## src/rtl/lom_pkg.sv

```systemverilog
// Shared types and codes for the limit order matcher.
package lom_pkg;

  localparam logic SIDE_BUY  = 1'b0;
  localparam logic SIDE_SELL = 1'b1;

  typedef enum logic [2:0] {
    ST_IDLE,
    ST_CROSS,
    ST_TRADE,
    ST_POP,
    ST_REST,
    ST_SEARCH,
    ST_INSERT,
    ST_SUMMARY
  } state_t;

  // Commands from the sequencer to one side of the book.
  typedef struct packed {
    logic pop;      // drop head entry, shift rest towards head
    logic wr_head;  // overwrite head quantity
    logic ins;      // insert new entry at ins_pos
  } book_op_t;

  // Shared comparator / subtractor results.
  typedef struct packed {
    logic        lt;   // a < b
    logic        eq;   // a == b
    logic [31:0] mag;  // |a - b|
  } alu_res_t;

endpackage

```

## src/rtl/lom_alu.sv

```systemverilog
// Shared compare and subtract unit used by the cross, trade and search steps.
module lom_alu
  import lom_pkg::*;
(
  input  logic [31:0] a,
  input  logic [31:0] b,
  output alu_res_t    res
);

  logic [32:0] diff;

  assign diff    = {1'b0, a} - {1'b0, b};
  assign res.lt  = diff[32];
  assign res.eq  = (diff[31:0] == 32'd0);
  assign res.mag = diff[32] ? (32'd0 - diff[31:0]) : diff[31:0];

endmodule

```

## config.mk

```make
export PLATFORM = sky130hd
export DESIGN_NAME = lom_alu
export DESIGN_NICKNAME = d
export VERILOG_FILES = /design/src/rtl/lom_pkg.sv /design/src/rtl/lom_alu.sv
export SDC_FILE = /design/constraint.sdc
export NUM_CORES = 1
export LEC_CHECK = 0
export BUFFER_PORTS_ARGS = -buffer_cell sky130_fd_sc_hd__buf_2
export CAP_MARGIN = 20
export CORE_ASPECT_RATIO = 1.1
export CORE_MARGIN = 3
export CORE_UTILIZATION = 30
export DETAILED_ROUTE_END_ITERATION = 10
export GPL_ROUTABILITY_DRIVEN = 0
export RECOVER_POWER = 25
export SYNTH_ARGS = -nofsm -noshare
export SYNTH_HDL_FRONTEND = slang
export SYNTH_SLANG_ARGS = --single-unit
```

## constraint.sdc

```tcl
create_clock -name vclk -period 6.5
set_input_delay 0 -clock vclk [all_inputs]
set_output_delay 0 -clock vclk [all_outputs]
set_load 0.005 [all_outputs]
```

Word level (Yosys, flattened, before mapping) --
Index checks and enable logic that the tools add are counted.
Storage, ports and cells: register bits 0, logic and storage cells 4, input bits 64
Operators by class: add/subtract/negate cells 2, multiplexer cells 1, reduce and logical (&&, ||, !) cells 1
Operator list (number):
- $sub A32 B32 Y33 | 1
- $logic_not A32 Y1 | 1
- $mux W32 | 1
- $sub A1 B32 Y32 const A | 1

Depth between registers and ports, before layout --
Gate-level depths: netlist of the first run.
depth in word-level cells 3, mapped depth 15, gate-level depth less buffers 14

Worst setup path after synthesis of the first run --
OpenSTA, ideal clock, no wires.
path kind input -> output, start point input a[0], end point output res[32] (netlist name), setup slack 3.624 ns, buffers on the path 0, required time 6.500 ns, stages 13, arrival time 2.876 ns, path through inv_1 > ha_1 > fa_1 > nand2b_1 > a21oi_2 > nand2b_1 > xnor2_1 > nand4_1 > nor4b_2 > nor4b_2 > nand4_1 > or3_1 > nor3_2
RTL lines:
- start: declaration | line lom_alu.sv:5 | input logic [31:0] a,
- end: declaration | line lom_alu.sv:7 | output alu_res_t res

==> metrics.txt, run 1 <==
# TYPE chip_impl_metric gauge
chip_impl_metric{name="core_area",unit="µm²"} 8580
chip_impl_metric{name="global_route.usage.total",unit=""} 0.142
chip_impl_info{name="library_cell_contributing_the_largest_single_delay_on_the_critical_path",value="sky130_fd_sc_hd__a21oi_1"} 1
chip_impl_metric{name="grt_max_degree",unit=""} 21
chip_impl_metric{name="drive_above_1_share",unit=""} 0.275
chip_impl_metric{name="min_period_over_period",unit=""} 0.670
chip_impl_metric{name="synthDistinctLibCells",unit=""} 67
chip_impl_metric{name="max_stage_delay",unit="ps"} 800
chip_impl_metric{name="critPathRequiredTime",unit="ps"} 6500
chip_impl_metric{name="stdcell_area",unit="µm²"} 3250
chip_impl_metric{name="placedCellCount",unit=""} 584
chip_impl_metric{name="post_drt_wl_per_cell",unit="µm"} 13.2
chip_impl_metric{name="design_power_total",unit="W"} 0.000450
chip_impl_metric{name="regArea",unit="µm²"} 0
chip_impl_metric{name="setup_total_negative_slack",unit="ps"} 0
chip_impl_metric{name="max_freq",unit="MHz"} 230
chip_impl_metric{name="yosys.area_share.simple",unit=""} 0.227
chip_impl_metric{name="synth.area.mux_share",unit=""} 0.00368
chip_impl_metric{name="via_count",unit=""} 2996
chip_impl_metric{name="synthesized_area_fraction_occupied_by_xor_and_xnor_cells",unit=""} 0.183
chip_impl_metric{name="floorplan.die_area",unit="µm²"} 10200
chip_impl_metric{name="critical_path_depth",unit=""} 16
chip_impl_metric{name="cp_data_arrival_time",unit="ps"} 4350
chip_impl_metric{name="drc_errors",unit=""} 0
chip_impl_metric{name="numPortBuffers",unit=""} 98
chip_impl_metric{name="drtAntennaViolNets",unit=""} 0
chip_impl_metric{name="postCtsResizedCells",unit=""} 0
chip_impl_metric{name="fillerInstances",unit=""} 945
chip_impl_metric{name="synth_sequential_area_ratio",unit=""} 0
chip_impl_info{name="cp_cell_sequence",value="buf_2 -> inv_1 -> ha_1 -> fa_1 -> nand2b_1 -> a21oi_1 -> o21ai_0 -> a21oi_1 -> a31oi_1 -> o21ai_0 -> nand3_1 -> a21oi_1 -> inv_1 -> o21ai_0 -> xnor2_1 -> buf_2"} 1
chip_impl_metric{name="post_synth_inst_count",unit=""} 386
chip_impl_metric{name="synth-adder-area-share",unit=""} 0.159
chip_impl_metric{name="area.growth.synth_to_final",unit="%"} 19.6
chip_impl_metric{name="die_height",unit="µm"} 106
chip_impl_metric{name="floorplan.io_pins",unit=""} 98
chip_impl_info{name="layout_common_cells",value="sky130_fd_sc_hd__buf_2 (95), sky130_fd_sc_hd__inv_1 (41), sky130_fd_sc_hd__xnor2_1 (41)"} 1
chip_impl_metric{name="drt_iter0_markers",unit=""} 102
chip_impl_info{name="class_of_the_tightest_hold_or_removal_check",value="input pin to output port"} 1
chip_impl_metric{name="die_w",unit="µm"} 96.8
chip_impl_info{name="timing.critical_path.to_type",value="output port"} 1
chip_impl_metric{name="post_cts_buffers",unit=""} 0
chip_impl_metric{name="crit_buf_inv",unit=""} 4
chip_impl_metric{name="via_per_inst",unit=""} 5.13
chip_impl_metric{name="post-route-min-period",unit="ps"} 4350
chip_impl_metric{name="leakage",unit="nW"} 1.56
chip_impl_metric{name="dp_hpwl",unit="mm"} 6.79
chip_impl_metric{name="seq_cells",unit=""} 0
chip_impl_metric{name="hold-path-cell-count",unit=""} 4
chip_impl_metric{name="crit_fanout",unit=""} 20
chip_impl_metric{name="antenna-diode-count",unit=""} 0
chip_impl_metric{name="post_synth.cell_area_avg",unit="µm²"} 7.04
chip_impl_info{name="mostFrequentLayoutCell",value="sky130_fd_sc_hd__buf_2"} 1
chip_impl_metric{name="report.final.slew_viol_count",unit=""} 0
chip_impl_metric{name="final-instance-count-excl-fill",unit=""} 584
chip_impl_metric{name="synth-compound-area-share",unit=""} 0.341
chip_impl_metric{name="cts.hold.buffers_added",unit=""} 0
chip_impl_metric{name="synth.yosys.warnings",unit=""} 0
chip_impl_metric{name="synth.net_count",unit=""} 484
chip_impl_info{name="synth_top_family_by_area",value="compound AO/OA/AOI/OAI gates"} 1
chip_impl_metric{name="maxSlewHeadroom",unit=""} 0.314
chip_impl_metric{name="worst-slew-pin-transition",unit="ps"} 1030
chip_impl_metric{name="placed_area",unit="µm²"} 3270
chip_impl_metric{name="final_net_count",unit=""} 573
chip_impl_metric{name="route.final.wire_length",unit="mm"} 7.69
chip_impl_metric{name="mappedNetlistArea",unit="µm²"} 2720
chip_impl_metric{name="drt-pass1-iter-count",unit=""} 4
chip_impl_metric{name="final_hold_viol_count",unit=""} 0
chip_impl_metric{name="grt_antenna_before_repair",unit=""} 0
chip_impl_info{name="critPathTopFamily",value="compound AO/OA/AOI/OAI gates"} 1
chip_impl_metric{name="vdd_drop_max",unit="V"} 0.0000399
chip_impl_metric{name="grt-ovfl-total",unit=""} 0
chip_impl_metric{name="grt_pass1_wl",unit="mm"} 13.0
chip_impl_metric{name="clkbuf_count",unit=""} 0
chip_impl_info{name="rsz0062_at_grt",value="no"} 1
chip_impl_metric{name="setup_violations",unit=""} 0
chip_impl_info{name="timing_worst_setup_path_type",value="input pin to output port"} 1
chip_impl_metric{name="floorplan.rows",unit=""} 35
chip_impl_info{name="status",value="completed"} 1
chip_impl_metric{name="start_util",unit=""} 0.317
chip_impl_metric{name="cellPowerDensity",unit="nW/µm²"} 139
chip_impl_info{name="worst_setup_path_start_kind",value="input pin"} 1
chip_impl_metric{name="count_of_max_cap_constraint_violations",unit=""} 0
chip_impl_metric{name="grt_pass1_vias",unit=""} 3005
kinds of logic (layout without fill, tap and decap cells):
| kind of cell | count (synthesis) | in the layout |
|---|---|---|
| compound gates | 131 | 131 |
| simple gates | 112 | 112 |
| xor+xnor | 56 | 56 |
| buf+inv | 52 | 139 |
| fa+ha+maj | 34 | 34 |
| mux | 1 | 1 |
area by class of cell:
class                      count  area, µm²  area share
multi-input combinational    334       2470       0.760
timing repair buffer          98        487       0.150
inverter                      41        154      0.0473
tap                          111        139      0.0427
cells in the mapped netlist (all sizes together), types with 6 or more instances:
library cell | number | share of area
buf | 8 | 0.025
inv | 41 | 0.057
xnor2 | 41 | 0.13
and3 | 9 | 0.023
nand2 | 30 | 0.042
a21o | 11 | 0.031
or2 | 6 | 0.014
a21oi | 37 | 0.081
nor2 | 21 | 0.029
nor3 | 9 | 0.018
a31oi | 10 | 0.025
xor2 | 15 | 0.051
ha | 33 | 0.15
nand3 | 7 | 0.013
nand2b | 6 | 0.014
o21ai | 29 | 0.058
path summary, 6_finish.rpt:
path                  from      end  slack [ps]
worst min-delay path  b[0]   res[0]         390
worst max-delay path  a[0]  res[19]        2150
routing by layer:
| metal | GRT usage | wire [µm] |
|---|---|---|
| met1 | 0.179 | 3510 |
| met2 | 0.264 | 3710 |
| met3 | 0.0132 | 369 |
| met4 | 0.0261 | 108 |
| met5 | 0 | 0 |
report_power, final:
part / total [W] / switching (W) / internal, W / leakage (nW)
registers: 0 / 0 / 0 / 0
logic: 0.000450 / 0.000249 / 0.000201 / 1.56
clock network: 0 / 0 / 0 / 0
total: 0.000450 / 0.000249 / 0.000201 / 1.56
metrics by stage:
stage	setup slack, ps	util	hold slack (ps)
floorplan	3620	-	173
global placement	2610	0.381	401
detailed placement	2370	0.381	389
global route	1540	0.379	433
CTS	2360	0.381	399
finish	2150	0.379	394
No activity file was read; power rests on OpenSTA's default activity.
==> inputs of run 2 (changes only) <==
--- a/config.mk
+++ b/config.mk
@@ -5,6 +5,7 @@
 export SDC_FILE = /design/constraint.sdc
 export NUM_CORES = 1
 export LEC_CHECK = 0
+export ABC_AREA = 1
 export BUFFER_PORTS_ARGS = -buffer_cell sky130_fd_sc_hd__buf_2
 export CAP_MARGIN = 20
 export CORE_ASPECT_RATIO = 1.1
==> constraint.sdc (replaced) <==
create_clock -name vclk -period 4.5
set_input_delay 0 -clock vclk [all_inputs]
set_output_delay 0 -clock vclk [all_outputs]
set_load 0.005 [all_outputs]
==> metrics.txt, run 2 <==
# TYPE chip_impl_metric gauge
chip_impl_metric{name="fillerInstances",unit=""} 1547
chip_impl_metric{name="global_route.usage.total",unit=""} 0.165
chip_impl_metric{name="via_per_inst",unit=""} 4.49
chip_impl_metric{name="post_drt_wl_per_cell",unit="µm"} 11.0
chip_impl_metric{name="drive_above_1_share",unit=""} 0.159
chip_impl_metric{name="count_of_max_cap_constraint_violations",unit=""} 0
chip_impl_metric{name="multiInputGateArea",unit="µm²"} 3210
chip_impl_metric{name="floorplan.io_pins",unit=""} 98
chip_impl_info{name="library_cell_contributing_the_largest_single_delay_on_the_critical_path",value="sky130_fd_sc_hd__a21oi_4"} 1
chip_impl_metric{name="die_w",unit="µm"} 116
chip_impl_metric{name="synth.net_count",unit=""} 941
chip_impl_metric{name="cts.hold.buffers_added",unit=""} 0
chip_impl_metric{name="crit_fanout",unit=""} 28
chip_impl_info{name="rsz0062_at_grt",value="no"} 1
chip_impl_metric{name="synth_sequential_area_ratio",unit=""} 0
chip_impl_metric{name="setup_total_negative_slack",unit="ps"} 0
chip_impl_metric{name="core_area",unit="µm²"} 12800
chip_impl_metric{name="maxSlewHeadroom",unit=""} 0.446
chip_impl_metric{name="floorplan.rows",unit=""} 43
chip_impl_metric{name="grt_max_degree",unit=""} 29
chip_impl_info{name="synth_area_leaders",value="sky130_fd_sc_hd__nand2_1 (33%), sky130_fd_sc_hd__inv_1 (18%), sky130_fd_sc_hd__ha_1 (10%), sky130_fd_sc_hd__nand3_1 (7.9%), sky130_fd_sc_hd__nor2_1 (7.4%)"} 1
chip_impl_info{name="layout_common_cells",value="sky130_fd_sc_hd__nand2_1 (348), sky130_fd_sc_hd__inv_1 (188), sky130_fd_sc_hd__buf_2 (95)"} 1
chip_impl_metric{name="die_height",unit="µm"} 127
chip_impl_metric{name="postCtsResizedCells",unit=""} 0
chip_impl_info{name="class_of_the_tightest_hold_or_removal_check",value="input pin to output port"} 1
chip_impl_info{name="status",value="completed"} 1
chip_impl_metric{name="clock_power_share",unit=""} 0
chip_impl_info{name="cp_cell_sequence",value="buf_2 -> inv_1 -> ha_1 -> fa_1 -> inv_1 -> nand3_1 -> nand2_2 -> nand2_2 -> nand3_1 -> nand2_1 -> nand2_1 -> a21oi_4 -> o21ai_0 -> nand2_1 -> nand2_1 -> nand2_1 -> buf_2"} 1
chip_impl_metric{name="max_stage_delay",unit="ps"} 690
chip_impl_info{name="mostFrequentLayoutCell",value="sky130_fd_sc_hd__nand2_1"} 1
chip_impl_metric{name="worst-slew-pin-transition",unit="ps"} 830
chip_impl_metric{name="synth.yosys.warnings",unit=""} 0
chip_impl_metric{name="critPathRequiredTime",unit="ps"} 4500
chip_impl_metric{name="route.final.wire_length",unit="mm"} 12.1
chip_impl_metric{name="drtAntennaViolNets",unit=""} 0
chip_impl_metric{name="report.final.slew_viol_count",unit=""} 0
chip_impl_info{name="worst_setup_path_start_kind",value="input pin"} 1
chip_impl_metric{name="grt_pass1_wl",unit="mm"} 20.7
chip_impl_metric{name="cellPowerDensity",unit="nW/µm²"} 160
chip_impl_metric{name="drt-pass1-iter-count",unit=""} 7
chip_impl_metric{name="clkbuf_count",unit=""} 0
chip_impl_metric{name="vdd_drop_max",unit="V"} 0.0000491
chip_impl_metric{name="area.growth.synth_to_final",unit="%"} 16.1
chip_impl_metric{name="synthDistinctLibCells",unit=""} 31
chip_impl_metric{name="detailedPlace.worstSlack",unit="ps"} 1860
chip_impl_metric{name="setup_violations",unit=""} 0
chip_impl_metric{name="seq_power_share",unit=""} 0
chip_impl_metric{name="post_synth_inst_count",unit=""} 843
chip_impl_info{name="cpMostUsedCell",value="sky130_fd_sc_hd__nand2_1"} 1
chip_impl_metric{name="via_count",unit=""} 4918
chip_impl_metric{name="antenna-diode-count",unit=""} 0
chip_impl_metric{name="dp_hpwl",unit="mm"} 10.9
chip_impl_info{name="timing.critical_path.to_type",value="output port"} 1
chip_impl_metric{name="mappedNetlistArea",unit="µm²"} 3980
chip_impl_metric{name="post-route-worst-setup-slack",unit="ps"} 1770
chip_impl_metric{name="grt-ovfl-total",unit=""} 0
chip_impl_metric{name="grt_pass1_vias",unit=""} 4735
chip_impl_metric{name="synth_top_area_share",unit=""} 0.326
chip_impl_metric{name="cp_data_arrival_time",unit="ps"} 2730
chip_impl_metric{name="p_switching",unit="W"} 0.000470
chip_impl_metric{name="switching_share",unit=""} 0.635
chip_impl_metric{name="post-route-min-period",unit="ps"} 2730
chip_impl_metric{name="p_comb_frac",unit=""} 1.000
chip_impl_metric{name="p_int",unit="W"} 0.000270
chip_impl_metric{name="drt_iter0_markers",unit=""} 280
chip_impl_metric{name="min_period_over_period",unit=""} 0.607
chip_impl_metric{name="drc_errors",unit=""} 0
chip_impl_metric{name="regArea",unit="µm²"} 0
chip_impl_metric{name="start_util",unit=""} 0.311
chip_impl_metric{name="leakage",unit="nW"} 3.06
chip_impl_metric{name="seq_cells",unit=""} 0
chip_impl_metric{name="final_net_count",unit=""} 1038
chip_impl_metric{name="floorplan.die_area",unit="µm²"} 14700
chip_impl_metric{name="post_synth.cell_area_avg",unit="µm²"} 4.72
chip_impl_info{name="post-synth-top-count-cell",value="sky130_fd_sc_hd__nand2_1"} 1
chip_impl_metric{name="final_hold_viol_count",unit=""} 0
chip_impl_metric{name="max_freq",unit="MHz"} 366
chip_impl_info{name="synth_top_cells_by_count",value="sky130_fd_sc_hd__nand2_1 (346), sky130_fd_sc_hd__inv_1 (188), sky130_fd_sc_hd__nor2_1 (78)"} 1
chip_impl_metric{name="grt_antenna_before_repair",unit=""} 0
chip_impl_metric{name="post_cts_buffers",unit=""} 0
chip_impl_info{name="timing_worst_setup_path_type",value="input pin to output port"} 1
chip_impl_info{name="post-synth-top-area-cell",value="sky130_fd_sc_hd__nand2_1"} 1
chip_impl_metric{name="numPortBuffers",unit=""} 98
run 2: cell count changes after synthesis, moves of 8 or more:
cell	change
sky130_fd_sc_hd__nor2_1	+57
sky130_fd_sc_hd__inv_1	+147
sky130_fd_sc_hd__a21oi_1	-10
sky130_fd_sc_hd__a31oi_1	-9
sky130_fd_sc_hd__nand2_1	+317
sky130_fd_sc_hd__nand3_1	+56
sky130_fd_sc_hd__nor2_2	+14
sky130_fd_sc_hd__a21o_1	-8
sky130_fd_sc_hd__o21ai_0	-20
sky130_fd_sc_hd__nand2_2	+27
sky130_fd_sc_hd__xnor2_1	-36
run 2: per-stage QoR:
step                      power [W]  cell area [µm²]  utilization  hold slack [ps]  std cells
after CTS                  0.000751             4630        0.362              385       1095
after global routing       0.000852             4620        0.361              420       1095
after floorplan            0.000515             3980            -              181        843
final                      0.000740             4620        0.361              377       1095
after detailed placement   0.000748             4630        0.362              389       1095
after global placement     0.000745             4630        0.362              383       1095
run 2: critical path: cells and delay by family:
kind / cells / cell delay, ps
AOI/OAI and AO/OA: 2 / 1030
and+or+nand+nor: 9 / 930
adders and majority gates: 2 / 410
buffers and inverters: 4 / 330
run 2: kinds of logic (layout without fill, tap and decap cells):
| logic type | after synthesis | in the layout | share of synthesized area |
|---|---|---|---|
| xor+xnor | 22 | 22 | 0.0484 |
| buf+inv | 196 | 291 | 0.191 |
| simple gates | 558 | 558 | 0.600 |
| compound gates | 33 | 33 | 0.0516 |
| fa+ha+maj | 34 | 34 | 0.109 |
run 2: worst paths after layout:
check / from / to / cells past startpoint
worst max-delay path: a[0] / res[25] / 17
worst min-delay path: b[0] / res[0] / 4
run 2: per-layer routing:
metal	vias up	routed length (µm)	track usage
li1	2711	-	-
met1	2053	5300	0.198
met2	128	5910	0.314
met3	26	516	0.00859
met4	0	344	0.0403
met5	-	0	0
run 2: power groups by stage:
| stage | combinational (W) | sequential [W] | clock [W] |
|---|---|---|---|
| after floorplan | 0.000515 | 0 | 0 |
| after global placement | 0.000745 | 0 | 0 |
| after detailed placement | 0.000748 | 0 | 0 |
| after CTS | 0.000751 | 0 | 0 |
| after global routing | 0.000852 | 0 | 0 |
| final | 0.000740 | 0 | 0 |
run 2: area by class of cell:
type / instances / area share
multi-input combinational: 647 / 0.695
inverter: 193 / 0.157
timing repair buffer: 98 / 0.105
tap: 157 / 0.0425
